## src/sv/adsr_pkg.sv

```systemverilog
package adsr_pkg;

    localparam int MAX_ECHOES_DEF = 16;

    localparam int DIVD_W = 26;
    localparam int DIVS_W = 18;
    localparam int POS_W  = 18;
    localparam int PCT_W  = 7;
    localparam int ADDR_W = 5;
    localparam int DATA_W = 32;

    localparam logic [POS_W-1:0] TICK_MAX      = 18'h3FFFF;
    localparam logic [15:0]      LFSR_SEED     = 16'hACE1;
    localparam logic [PCT_W-1:0] PCT_FULL      = 7'd100;
    localparam logic [8:0]       ENV_ONE       = 9'd256;

    // register map, index = byte address / 4
    localparam logic [2:0] REG_ATTACK  = 3'd0;
    localparam logic [2:0] REG_DECAY   = 3'd1;
    localparam logic [2:0] REG_SUSTAIN = 3'd2;
    localparam logic [2:0] REG_RELEASE = 3'd3;
    localparam logic [2:0] REG_REVERB  = 3'd4;
    localparam logic [2:0] REG_NOISE   = 3'd5;
    localparam logic [2:0] REG_DISTORT = 3'd6;

    typedef struct packed {
        logic              start;
        logic [DIVD_W-1:0] dividend;
        logic [DIVS_W-1:0] divisor;
    } div_req_t;

    typedef struct packed {
        logic              done;
        logic [DIVD_W-1:0] quot;
        logic [DIVS_W-1:0] rem;
    } div_rsp_t;

    // sustain percent to 1.8: (pct * 256) / 100 by reciprocal, exact for pct <= 100
    function automatic logic [8:0] sustain_8p8(input logic [PCT_W-1:0] pct);
        logic [PCT_W-1:0] p;
        logic [19:0]      t;
        p = (pct > PCT_FULL) ? PCT_FULL : pct;
        t = 20'(p) * 20'd5243;
        return t[19:11];
    endfunction

endpackage

```

## src/sv/adsr_ram.sv

```systemverilog
module adsr_ram #(
    parameter int WIDTH = 8,
    parameter int DEPTH = 16,
    localparam int AW   = (DEPTH > 1) ? $clog2(DEPTH) : 1
) (
    input  logic             clk,
    input  logic             we,
    input  logic [AW-1:0]    waddr,
    input  logic [WIDTH-1:0] wdata,
    input  logic [AW-1:0]    raddr,
    output logic [WIDTH-1:0] rdata
);

    logic [WIDTH-1:0] mem [DEPTH];

    always_ff @(posedge clk)
    begin
        if (we)
        begin
            mem[waddr] <= wdata;
        end
        rdata <= mem[raddr];
    end

endmodule

```

## src/sv/adsr_div.sv

```systemverilog
module adsr_div (
    input  logic                clk,
    input  logic                rst_n,
    input  adsr_pkg::div_req_t  req,
    output adsr_pkg::div_rsp_t  rsp
);

    localparam int CNT_W = $clog2(adsr_pkg::DIVD_W + 1);

    logic [adsr_pkg::DIVD_W-1:0] quo_reg;
    logic [adsr_pkg::DIVS_W-1:0] rem_reg;
    logic [adsr_pkg::DIVS_W-1:0] dvs_reg;
    logic [CNT_W-1:0]            cnt_reg;
    logic                        done_reg;

    logic [adsr_pkg::DIVS_W:0]   shifted;
    logic                        fits;
    logic [adsr_pkg::DIVS_W-1:0] rem_next;

    // one quotient bit a cycle, restoring
    always_comb
    begin
        shifted  = {rem_reg, quo_reg[adsr_pkg::DIVD_W-1]};
        fits     = shifted >= {1'b0, dvs_reg};
        rem_next = fits ? adsr_pkg::DIVS_W'(shifted - {1'b0, dvs_reg})
                        : shifted[adsr_pkg::DIVS_W-1:0];
    end

    always_ff @(posedge clk or negedge rst_n)
    begin
        if (!rst_n)
        begin
            quo_reg  <= '0;
            rem_reg  <= '0;
            dvs_reg  <= '0;
            cnt_reg  <= '0;
            done_reg <= 1'b0;
        end
        else if (req.start)
        begin
            quo_reg  <= req.dividend;
            rem_reg  <= '0;
            dvs_reg  <= req.divisor;
            cnt_reg  <= CNT_W'(adsr_pkg::DIVD_W);
            done_reg <= 1'b0;
        end
        else if (cnt_reg != '0)
        begin
            rem_reg  <= rem_next;
            quo_reg  <= {quo_reg[adsr_pkg::DIVD_W-2:0], fits};
            cnt_reg  <= cnt_reg - 1'b1;
            done_reg <= (cnt_reg == CNT_W'(1));
        end
        else
        begin
            done_reg <= 1'b0;
        end
    end

    assign rsp.done = done_reg;
    assign rsp.quot = quo_reg;
    assign rsp.rem  = rem_reg;

endmodule

```

## src/sv/adsr_voice_envelope_generator.sv

```systemverilog
// ADSR voice envelope generator, one input word per millisecond.
// Input channel (in_valid/in_stall): action 0 loads a note (frequency,
// duration, volume, bend), clears the ms counter and produces no result.
// Action 1 is a tick: it produces one output word (bent frequency, level,
// active, position) and then advances the saturating counter.
// A tick is worked on by a small sequencer around one shared 26/18-bit
// restoring divider and one 19x19 multiplier. Each evaluated echo level
// takes up to three divisions forward and two backward; in_stall is high
// for the whole tick.
// Configuration must be written over the APB port only while the block is
// idle; the block itself does not enforce this.
// Per-level echo times and levels sit in a small RAM.
// The output word sits in a register: a new word may be accepted while it
// waits, but the next result is held until out_stall drops.
// Reset clears the configuration (sustain 100 %), the note (volume 100 %),
// the counter and seeds the noise LFSR; no clearing pass is needed.
module adsr_voice_envelope_generator #(
    parameter int MAX_ECHOES = adsr_pkg::MAX_ECHOES_DEF
) (
    input  logic                          clk,
    input  logic                          rst_n,
    input  logic                          in_valid,
    output logic                          in_stall,
    input  logic                          action,
    input  logic [15:0]                   note_frequency,
    input  logic [15:0]                   note_duration,
    input  logic [adsr_pkg::PCT_W-1:0]    note_volume,
    input  logic signed [15:0]            bend_step,
    input  logic [15:0]                   bend_interval,
    output logic                          out_valid,
    input  logic                          out_stall,
    output logic [15:0]                   tone_frequency,
    output logic [adsr_pkg::PCT_W-1:0]    level,
    output logic                          active,
    output logic [adsr_pkg::POS_W-1:0]    position,
    input  logic                          psel,
    input  logic                          penable,
    input  logic                          pwrite,
    input  logic [adsr_pkg::ADDR_W-1:0]   paddr,
    input  logic [adsr_pkg::DATA_W-1:0]   pwdata,
    output logic [adsr_pkg::DATA_W-1:0]   prdata,
    output logic                          pready
);

    localparam int IDX_W = (MAX_ECHOES > 1) ? $clog2(MAX_ECHOES) : 1;
    localparam int POS_W = adsr_pkg::POS_W;
    localparam int PCT_W = adsr_pkg::PCT_W;
    localparam int ECHO_W = POS_W + PCT_W;
    localparam logic [8:0] ENV_ONE_W = adsr_pkg::ENV_ONE;

    typedef enum logic [4:0] {
        S_IDLE, S_BEND, S_BEND_DIV, S_BEND_MUL, S_BEND_SAT, S_FULL,
        S_QUANT, S_QUANT_DIV, S_ENV, S_E_DIV, S_E_MUL, S_E_FIN,
        S_VOL, S_VOL_FIN, S_NOISE_DIV, S_STORE,
        S_RD, S_BL, S_BM, S_B1, S_B1W, S_B2, S_B3, S_B3W, S_NEXT, S_OUT
    } state_t;

    typedef enum logic [2:0] {
        RGN_ATT, RGN_DEC, RGN_SUS, RGN_REL, RGN_OFF
    } rgn_t;

    state_t state_reg;

    // configuration
    logic [15:0]      attack_reg, decay_reg, release_reg, reverb_reg, distort_reg;
    logic [PCT_W-1:0] sustain_reg;
    logic [7:0]       noise_reg;

    // note
    logic [POS_W-1:0] tick_reg;
    logic [15:0]      start_freq_reg, bent_freq_reg, duration_reg, period_reg;
    logic [PCT_W-1:0] volume_reg;
    logic [15:0]      bend_reg;
    logic [15:0]      lfsr_reg;

    // working registers
    logic [POS_W-1:0]         full_reg, m_reg, q_reg;
    logic [IDX_W-1:0]         k_reg;
    logic                     first_reg, last_blend_reg;
    logic [PCT_W-1:0]         lvl_reg, acc_reg, t1_reg;
    logic [8:0]               e_reg;
    rgn_t                     rgn_reg;
    logic signed [37:0]       prod_reg;

    // output word
    logic                     out_valid_reg;
    logic [15:0]              freq_out_reg;
    logic [PCT_W-1:0]         level_out_reg;
    logic                     active_out_reg;
    logic [POS_W-1:0]         pos_out_reg;

    adsr_pkg::div_req_t       div_req;
    adsr_pkg::div_rsp_t       div_rsp;

    logic signed [18:0]       mul_a, mul_b;
    logic [8:0]               s8;
    rgn_t                     rgn;
    logic [15:0]              min_da;
    logic [POS_W-1:0]         min_dad;
    logic [15:0]              lfsr_next;
    logic signed [10:0]       noise_t;
    logic signed [38:0]       fsum;
    logic                     blend;
    logic                     echo_we;
    logic [ECHO_W-1:0]        echo_rdata;
    logic                     in_take;

    assign in_take  = in_valid && (state_reg == S_IDLE);
    assign in_stall = (state_reg != S_IDLE);
    assign pready   = 1'b1;

    assign s8        = adsr_pkg::sustain_8p8(sustain_reg);
    assign lfsr_next = {lfsr_reg[0] ^ lfsr_reg[2] ^ lfsr_reg[3] ^ lfsr_reg[5],
                        lfsr_reg[15:1]};
    assign blend     = (reverb_reg != '0) && (m_reg > POS_W'(reverb_reg));
    assign echo_we   = (state_reg == S_STORE);

    assign noise_t = $signed({4'd0, lvl_reg}) + $signed({3'd0, div_rsp.rem[7:0]})
                   - $signed({4'd0, noise_reg[7:1]});
    assign fsum    = $signed({23'd0, start_freq_reg}) + $signed({prod_reg[37], prod_reg});

    // envelope phase of the quantised ms
    always_comb
    begin
        min_da  = (duration_reg < attack_reg) ? duration_reg : attack_reg;
        min_dad = (POS_W'(duration_reg) < POS_W'(attack_reg) + POS_W'(decay_reg))
                ? POS_W'(duration_reg) : POS_W'(attack_reg) + POS_W'(decay_reg);
        priority if (m_reg < POS_W'(min_da))
            rgn = RGN_ATT;
        else if (m_reg < min_dad)
            rgn = RGN_DEC;
        else if (m_reg < POS_W'(duration_reg))
            rgn = RGN_SUS;
        else if (m_reg < POS_W'(duration_reg) + POS_W'(release_reg))
            rgn = RGN_REL;
        else
            rgn = RGN_OFF;
    end

    // shared multiplier operands
    always_comb
    begin
        mul_a = '0;
        mul_b = '0;
        unique case (state_reg)
            S_BEND_MUL:
            begin
                mul_a = {{3{bend_reg[15]}}, bend_reg};
                mul_b = {1'b0, q_reg};
            end
            S_E_MUL:
            begin
                if (rgn_reg == RGN_DEC)
                begin
                    mul_a = {1'b0, q_reg};
                    mul_b = 19'(ENV_ONE_W - s8);
                end
                else
                begin
                    mul_a = 19'(ENV_ONE_W - 9'(q_reg));
                    mul_b = 19'(s8);
                end
            end
            S_VOL:
            begin
                mul_a = 19'(volume_reg);
                mul_b = 19'(e_reg);
            end
            S_BM:
            begin
                mul_a = 19'(lvl_reg);
                mul_b = {1'b0, q_reg};
            end
            S_B2:
            begin
                mul_a = 19'(acc_reg);
                mul_b = {1'b0, full_reg - q_reg};
            end
            default:
            begin
                mul_a = '0;
                mul_b = '0;
            end
        endcase
    end

    // shared divider requests
    always_comb
    begin
        div_req = '0;
        unique case (state_reg)
            S_BEND:
            begin
                div_req.start    = (bend_reg != '0) && (period_reg != '0);
                div_req.dividend = adsr_pkg::DIVD_W'(tick_reg);
                div_req.divisor  = adsr_pkg::DIVS_W'(period_reg);
            end
            S_QUANT:
            begin
                div_req.start    = (distort_reg != '0);
                div_req.dividend = adsr_pkg::DIVD_W'(m_reg);
                div_req.divisor  = adsr_pkg::DIVS_W'(distort_reg);
            end
            S_ENV:
            begin
                div_req.start = (rgn == RGN_ATT) || (rgn == RGN_DEC) || (rgn == RGN_REL);
                unique case (rgn)
                    RGN_ATT:
                    begin
                        div_req.dividend = {m_reg, 8'd0};
                        div_req.divisor  = adsr_pkg::DIVS_W'(attack_reg);
                    end
                    RGN_DEC:
                    begin
                        div_req.dividend = {m_reg - POS_W'(attack_reg), 8'd0};
                        div_req.divisor  = adsr_pkg::DIVS_W'(decay_reg);
                    end
                    default:
                    begin
                        div_req.dividend = {m_reg - POS_W'(duration_reg), 8'd0};
                        div_req.divisor  = adsr_pkg::DIVS_W'(release_reg);
                    end
                endcase
            end
            S_VOL_FIN:
            begin
                div_req.start    = (noise_reg != '0);
                div_req.dividend = adsr_pkg::DIVD_W'(lfsr_next);
                div_req.divisor  = adsr_pkg::DIVS_W'(noise_reg);
            end
            S_B1, S_B3:
            begin
                div_req.start    = 1'b1;
                div_req.dividend = prod_reg[adsr_pkg::DIVD_W-1:0];
                div_req.divisor  = full_reg;
            end
            default:
            begin
                div_req = '0;
            end
        endcase
    end

    adsr_div u_div (
        .clk   (clk),
        .rst_n (rst_n),
        .req   (div_req),
        .rsp   (div_rsp)
    );

    adsr_ram #(
        .WIDTH (ECHO_W),
        .DEPTH (MAX_ECHOES)
    ) u_echo (
        .clk   (clk),
        .we    (echo_we),
        .waddr (k_reg),
        .wdata ({m_reg, lvl_reg}),
        .raddr (k_reg),
        .rdata (echo_rdata)
    );

    always_ff @(posedge clk or negedge rst_n)
    begin
        if (!rst_n)
        begin
            state_reg      <= S_IDLE;
            attack_reg     <= '0;
            decay_reg      <= '0;
            sustain_reg    <= adsr_pkg::PCT_FULL;
            release_reg    <= '0;
            reverb_reg     <= '0;
            noise_reg      <= '0;
            distort_reg    <= '0;
            tick_reg       <= '0;
            start_freq_reg <= '0;
            bent_freq_reg  <= '0;
            duration_reg   <= '0;
            volume_reg     <= adsr_pkg::PCT_FULL;
            bend_reg       <= '0;
            period_reg     <= '0;
            lfsr_reg       <= adsr_pkg::LFSR_SEED;
            out_valid_reg  <= 1'b0;
            k_reg          <= '0;
            first_reg      <= 1'b0;
            last_blend_reg <= 1'b0;
        end
        else
        begin
            prod_reg <= mul_a * mul_b;

            if (psel && penable && pwrite)
            begin
                unique case (paddr[4:2])
                    adsr_pkg::REG_ATTACK:  attack_reg  <= pwdata[15:0];
                    adsr_pkg::REG_DECAY:   decay_reg   <= pwdata[15:0];
                    adsr_pkg::REG_SUSTAIN: sustain_reg <= pwdata[PCT_W-1:0];
                    adsr_pkg::REG_RELEASE: release_reg <= pwdata[15:0];
                    adsr_pkg::REG_REVERB:  reverb_reg  <= pwdata[15:0];
                    adsr_pkg::REG_NOISE:   noise_reg   <= pwdata[7:0];
                    adsr_pkg::REG_DISTORT: distort_reg <= pwdata[15:0];
                    default: ;
                endcase
            end

            // drop the word once taken, unless a new one replaces it
            if (out_valid_reg && !out_stall && (state_reg != S_OUT))
            begin
                out_valid_reg <= 1'b0;
            end

            unique case (state_reg)
                S_IDLE:
                begin
                    if (in_take && !action)
                    begin
                        start_freq_reg <= note_frequency;
                        bent_freq_reg  <= note_frequency;
                        duration_reg   <= note_duration;
                        volume_reg     <= (note_volume > adsr_pkg::PCT_FULL)
                                        ? adsr_pkg::PCT_FULL : note_volume;
                        bend_reg       <= bend_step;
                        period_reg     <= bend_interval;
                        tick_reg       <= '0;
                    end
                    else if (in_take)
                    begin
                        state_reg <= S_BEND;
                    end
                end
                S_BEND:
                begin
                    full_reg  <= POS_W'(duration_reg) + POS_W'(release_reg)
                               + POS_W'(reverb_reg);
                    state_reg <= div_req.start ? S_BEND_DIV : S_FULL;
                end
                S_BEND_DIV:
                begin
                    if (div_rsp.done)
                    begin
                        q_reg     <= div_rsp.quot[POS_W-1:0];
                        state_reg <= S_BEND_MUL;
                    end
                end
                S_BEND_MUL:
                begin
                    state_reg <= S_BEND_SAT;
                end
                S_BEND_SAT:
                begin
                    if (fsum[38])
                        bent_freq_reg <= '0;
                    else if (fsum > 39'sd65535)
                        bent_freq_reg <= 16'hFFFF;
                    else
                        bent_freq_reg <= fsum[15:0];
                    state_reg <= S_FULL;
                end
                S_FULL:
                begin
                    acc_reg   <= '0;
                    k_reg     <= '0;
                    first_reg <= 1'b1;
                    m_reg     <= tick_reg;
                    state_reg <= (tick_reg >= full_reg) ? S_OUT : S_QUANT;
                end
                S_QUANT:
                begin
                    state_reg <= div_req.start ? S_QUANT_DIV : S_ENV;
                end
                S_QUANT_DIV:
                begin
                    if (div_rsp.done)
                    begin
                        m_reg     <= m_reg - div_rsp.rem;
                        state_reg <= S_ENV;
                    end
                end
                S_ENV:
                begin
                    rgn_reg <= rgn;
                    unique case (rgn)
                        RGN_SUS:
                        begin
                            e_reg     <= s8;
                            state_reg <= S_VOL;
                        end
                        RGN_OFF:
                        begin
                            e_reg     <= '0;
                            state_reg <= S_VOL;
                        end
                        default:
                        begin
                            state_reg <= S_E_DIV;
                        end
                    endcase
                end
                S_E_DIV:
                begin
                    if (div_rsp.done)
                    begin
                        q_reg <= div_rsp.quot[POS_W-1:0];
                        if (rgn_reg == RGN_ATT)
                        begin
                            e_reg     <= div_rsp.quot[8:0];
                            state_reg <= S_VOL;
                        end
                        else
                        begin
                            state_reg <= S_E_MUL;
                        end
                    end
                end
                S_E_MUL:
                begin
                    state_reg <= S_E_FIN;
                end
                S_E_FIN:
                begin
                    if (rgn_reg == RGN_DEC)
                        e_reg <= ENV_ONE_W - prod_reg[16:8];
                    else
                        e_reg <= prod_reg[16:8];
                    state_reg <= S_VOL;
                end
                S_VOL:
                begin
                    state_reg <= S_VOL_FIN;
                end
                S_VOL_FIN:
                begin
                    lvl_reg <= prod_reg[14:8];
                    if (noise_reg != '0)
                    begin
                        lfsr_reg  <= lfsr_next;
                        state_reg <= S_NOISE_DIV;
                    end
                    else
                    begin
                        state_reg <= S_STORE;
                    end
                end
                S_NOISE_DIV:
                begin
                    if (div_rsp.done)
                    begin
                        if (noise_t < 0)
                            lvl_reg <= '0;
                        else if (noise_t > 11'sd100)
                            lvl_reg <= adsr_pkg::PCT_FULL;
                        else
                            lvl_reg <= noise_t[PCT_W-1:0];
                        state_reg <= S_STORE;
                    end
                end
                S_STORE:
                begin
                    // stop at the first level with no echo, or at the depth limit
                    if (!blend || (k_reg == IDX_W'(MAX_ECHOES - 1)))
                    begin
                        last_blend_reg <= blend;
                        state_reg      <= S_RD;
                    end
                    else
                    begin
                        m_reg     <= m_reg - POS_W'(reverb_reg);
                        k_reg     <= k_reg + 1'b1;
                        state_reg <= S_QUANT;
                    end
                end
                S_RD:
                begin
                    state_reg <= S_BL;
                end
                S_BL:
                begin
                    lvl_reg <= echo_rdata[PCT_W-1:0];
                    q_reg   <= echo_rdata[ECHO_W-1:PCT_W];
                    if (first_reg && !last_blend_reg)
                    begin
                        acc_reg   <= echo_rdata[PCT_W-1:0];
                        state_reg <= S_NEXT;
                    end
                    else
                    begin
                        state_reg <= S_BM;
                    end
                end
                S_BM:
                begin
                    state_reg <= S_B1;
                end
                S_B1:
                begin
                    state_reg <= S_B1W;
                end
                S_B1W:
                begin
                    if (div_rsp.done)
                    begin
                        t1_reg    <= div_rsp.quot[PCT_W-1:0];
                        state_reg <= S_B2;
                    end
                end
                S_B2:
                begin
                    state_reg <= S_B3;
                end
                S_B3:
                begin
                    state_reg <= S_B3W;
                end
                S_B3W:
                begin
                    if (div_rsp.done)
                    begin
                        acc_reg   <= t1_reg + div_rsp.quot[PCT_W-1:0];
                        state_reg <= S_NEXT;
                    end
                end
                S_NEXT:
                begin
                    first_reg <= 1'b0;
                    if (k_reg == '0)
                    begin
                        state_reg <= S_OUT;
                    end
                    else
                    begin
                        k_reg     <= k_reg - 1'b1;
                        state_reg <= S_RD;
                    end
                end
                S_OUT:
                begin
                    // hold until the previous word has gone
                    if (!(out_valid_reg && out_stall))
                    begin
                        out_valid_reg  <= 1'b1;
                        freq_out_reg   <= bent_freq_reg;
                        level_out_reg  <= acc_reg;
                        active_out_reg <= (tick_reg <= full_reg);
                        pos_out_reg    <= tick_reg;
                        if (tick_reg < adsr_pkg::TICK_MAX)
                            tick_reg <= tick_reg + 1'b1;
                        state_reg <= S_IDLE;
                    end
                end
                default:
                begin
                    state_reg <= S_IDLE;
                end
            endcase
        end
    end

    always_comb
    begin
        unique case (paddr[4:2])
            adsr_pkg::REG_ATTACK:  prdata = adsr_pkg::DATA_W'(attack_reg);
            adsr_pkg::REG_DECAY:   prdata = adsr_pkg::DATA_W'(decay_reg);
            adsr_pkg::REG_SUSTAIN: prdata = adsr_pkg::DATA_W'(sustain_reg);
            adsr_pkg::REG_RELEASE: prdata = adsr_pkg::DATA_W'(release_reg);
            adsr_pkg::REG_REVERB:  prdata = adsr_pkg::DATA_W'(reverb_reg);
            adsr_pkg::REG_NOISE:   prdata = adsr_pkg::DATA_W'(noise_reg);
            adsr_pkg::REG_DISTORT: prdata = adsr_pkg::DATA_W'(distort_reg);
            default:               prdata = '0;
        endcase
    end

    assign out_valid      = out_valid_reg;
    assign tone_frequency = freq_out_reg;
    assign level          = level_out_reg;
    assign active         = active_out_reg;
    assign position       = pos_out_reg;

endmodule

```

## config.mk

```make
export PLATFORM = sky130hd
export DESIGN_NAME = adsr_voice_envelope_generator
export DESIGN_NICKNAME = d
export VERILOG_FILES = /design/src/sv/adsr_pkg.sv /design/src/sv/adsr_ram.sv /design/src/sv/adsr_div.sv /design/src/sv/adsr_voice_envelope_generator.sv
export SDC_FILE = /design/constraint.sdc
export NUM_CORES = 2
export LEC_CHECK = 0
export BUFFER_PORTS_ARGS = -buffer_cell sky130_fd_sc_hd__buf_2
export CORE_MARGIN = 1.5
export CORE_UTILIZATION = 58
export DETAILED_ROUTE_END_ITERATION = 16
export PLACE_DENSITY = 0.76
export SETUP_SLACK_MARGIN = 0.4
export SYNTH_ARGS = -nofsm -noshare
export SYNTH_HDL_FRONTEND = slang
export SYNTH_SLANG_ARGS = --single-unit
```

## constraint.sdc

```tcl
create_clock -name clk -period 12.05 [get_ports clk]
set_clock_uncertainty 0.1 [all_clocks]
set_input_delay 2.41 -clock clk [delete_from_list [all_inputs] [get_ports clk]]
set_output_delay 2.41 -clock clk [all_outputs]
set_load 0.03 [all_outputs]
```

==> flow_summary.toml <==
[critical_path]
max_stage_delay_ns = 0.58
worstSetupEndpointType = "flop"
cp-start-kind = "flop"
cp_max_fo = 7
worst-endpoint-arrival_ns = 12.59
crit_path_frequent_cell = "fa_1"
cp.required_ns = 12.40
reg2reg_depth = 42
critPathSlowestCell = "fa_2"
critPathKind = "flop to flop"

[yosys]
yosysTopAreaCell = "edfxtp_1"
yosys.cell_count.top_type = "inv_1"
synth-async-reset-ratio_pct = 33.3
ys_seq_area_share_pct = 39.6
yosysWarnings = 0
yosys.cell_types.count = 89
synth_commonest_cells = "inv_1, nand2_1, edfxtp_1"
synthTopCellsByArea = "edfxtp_1, fa_1, dfrtp_1"
synth_edf_count = 567
ys.flop_type = "edfxtp_1"
synth_seq_cells = 888
netlist_instances = 5793
yosysTopAreaCellShare_pct = 27.0
synth_area_mm2 = 0.0631
syn_area_per_cell_um2 = 10.9

[placement]
port_buffers = 157
gp_congestion = 1.02
hpwlAfterDp_um = 148000

[cts]
cts.root.buffer_cell = "clkbuf_16"
cts_buffer_depth = 3
numClockSinks = 888
htree_levels = 3
holdBufCountCts = 0
tritoncts = "done"
cts_buffers = 93
clk_latency_ns = 0.70
clk_pin_slew_worst_paths_ns = 0.06

[min_path]
worst_hold_path_type = "flop to flop"
min_path_cells = 0

[sta]
grt_setup_unrepaired = "yes"
fin_crit_sh_pct = 102
hold_viol_final = 0
max_freq_mhz = 81.7
setup_viol = 3
slew-limit-headroom_pct = 13.9
worst_slew_pin_slew_ns = 1.29
fin_ws_ns = -0.193
period_minus_slack_ns = 12.24
slew_viol_final = 0

[finish]
nFillCells = 8141
syn_to_final_growth_pct = 12.7
largest_register_ffs = 400
final_core_util_pct = 66.1
seq_area_mm2 = 0.0250
multi_input_area_mm2 = 0.0358
nNetsFinal = 7084
drive_gt1_share_pct = 16.8

[power]
total_power_mw = 16.3
power_density_mw_per_mm2 = 229
p_leak_nw = 30.9
ir_drop_mv = 0.198

[flow_run]
cap_violations = 0

[status]
outcome = "finished, violations left"
violations = "negative setup slack"

[drt]
viasPerCell = 6.46
drtAntennaViolNets = 0
drt_pass1_iterations = 8
drc = 0
first_iter_violations = 6160
wl_um = 204000
via_count = 49100
wl_per_cell_um = 26.8

[global_routing]
grt_max_degree = 83
grt_pass1_vias = 48700
grt-ovfl-total = 0
antenna_found_initial = 4
grt_use_total_pct = 36.7
grt_pass1_wl_um = 303000

[die]
die_y_um = 333
dieArea_mm2 = 0.111
coreArea_mm2 = 0.108
io_pins = 193
die_w_um = 333
fp-row-count = 120
start_util_pct = 58.7
## through the flow
| step | hold slack (ns) | instances | worst slack [ns] | area, um^2 | TNS [ns] |
|---|---|---|---|---|---|
| 2_1_floorplan | 0.325 | 5809 | 0.221 | 63400 | 0 |
| 3_3_place_gp | 0.330 | 7394 | -0.329 | 67200 | -0.989 |
| 3_5_place_dp | 0.333 | 7394 | -0.400 | 67200 | -1.66 |
| 4_1_cts | 0.349 | 7578 | -0.186 | 70600 | -0.470 |
| 5_1_grt | 0.357 | 7597 | -0.542 | 71100 | -3.10 |
| 6_report | 0.349 | 7599 | -0.193 | 71100 | -0.414 |
## final cells by class
cell class | instances | area share, %
clock buffers | 121 | 3.55
diodes | 2 | 0.00704
repair buffers | 461 | 4.58
clock inverters | 51 | 0.727
flip-flops and latches | 888 | 35.1
well taps | 1403 | 2.47
inverters | 616 | 3.26
multi-input cells | 4057 | 50.3
## timing repair
action                                 CTS  global route
endpoints found under the hold margin    0             0
cloned                                   0             0
gates resized for setup                 65            63
pin swaps                               90            68
buffers inserted                        12            19
setup endpoints to repair               19            24
## where the power goes
| part | switching, mW | leakage (nW) | internal, mW |
|---|---|---|---|
| Combinational | 5.02 | 20.4 | 3.57 |
| Clock | 1.27 | 1.48 | 1.64 |
| Sequential | 0.818 | 9.00 | 3.97 |
## layer usage
metal  vias up  part of all wire, %  GRT usage [%]
met3       685                   11           8.16
met2      3057                   45           56.7
met4         0                  6.7           21.0
met1     24200                   37           48.0
met5         -                    0              0
li1      21100                    -              -
## layout by cell type (no fill, tap or decap), types with 46 or more instances in the layout
| master | count |
|---|---|
| dfrtp_1 | 279 |
| mux4_2 | 128 |
| nand2_1 | 605 |
| nor2b_1 | 46 |
| clkbuf_16 | 95 |
| nand2b_1 | 54 |
| nor3_1 | 61 |
| a31oi_1 | 62 |
| mux2i_1 | 58 |
| a21o_1 | 111 |
| and3_1 | 48 |
| inv_1 | 607 |
| buf_2 | 156 |
| nor2_1 | 446 |
| nand3_1 | 62 |
| fa_1 | 392 |
| xnor2_1 | 148 |
| edfxtp_1 | 567 |
| a21oi_1 | 280 |
| buf_4 | 278 |
| ha_1 | 417 |
| xor2_1 | 89 |
| a22oi_1 | 67 |
| o21ai_0 | 166 |
| a211oi_1 | 69 |
| mux2_2 | 103 |
## worst paths after layout
check	endpoint	slack [ns]	from
worst max-delay path	prod_reg[36]$_DFFE_PP_	-0.19	sustain_reg[3]$_DFFE_PN0P_
worst min-delay path	tone_frequency[8]$_DFFE_PP_	0.35	bent_freq_reg[8]$_DFFE_PN0P_
worst max register to register	prod_reg[36]$_DFFE_PP_	-0.19	sustain_reg[3]$_DFFE_PN0P_
worst min register to register	tone_frequency[8]$_DFFE_PP_	0.35	bent_freq_reg[8]$_DFFE_PN0P_
max in group asynchronous	volume_reg[0]$_DFFE_PN0P_	7.96	rst_n
min in group asynchronous	state_reg[1]$_DFFE_PN0P_	1.63	rst_n
## cells by family after synthesis
group | count (synthesis) | synth area share, %
AO/OA/AOI/OAI | 1111 | 11.8
other | 2 | 0.0119
buffers and inverters | 864 | 5.31
multiplexers | 289 | 7.33
adder cells (fa/ha/maj) | 851 | 21.7
AND/OR/NAND/NOR | 1542 | 10.8
XOR/XNOR | 246 | 3.42
flip-flops | 888 | 39.6
## worst max-delay path: cells and delay by family (launching register included)
kind / cells / cell delay [ns]
flip-flops: 1 / 0.40
adder cells (fa/ha/maj): 13 / 5.74
AO/OA/AOI/OAI: 15 / 3.69
XOR/XNOR: 1 / 0.07
buffers and inverters: 6 / 0.57
AND/OR/NAND/NOR: 7 / 1.42
Power figures use the tool's default switching activity.
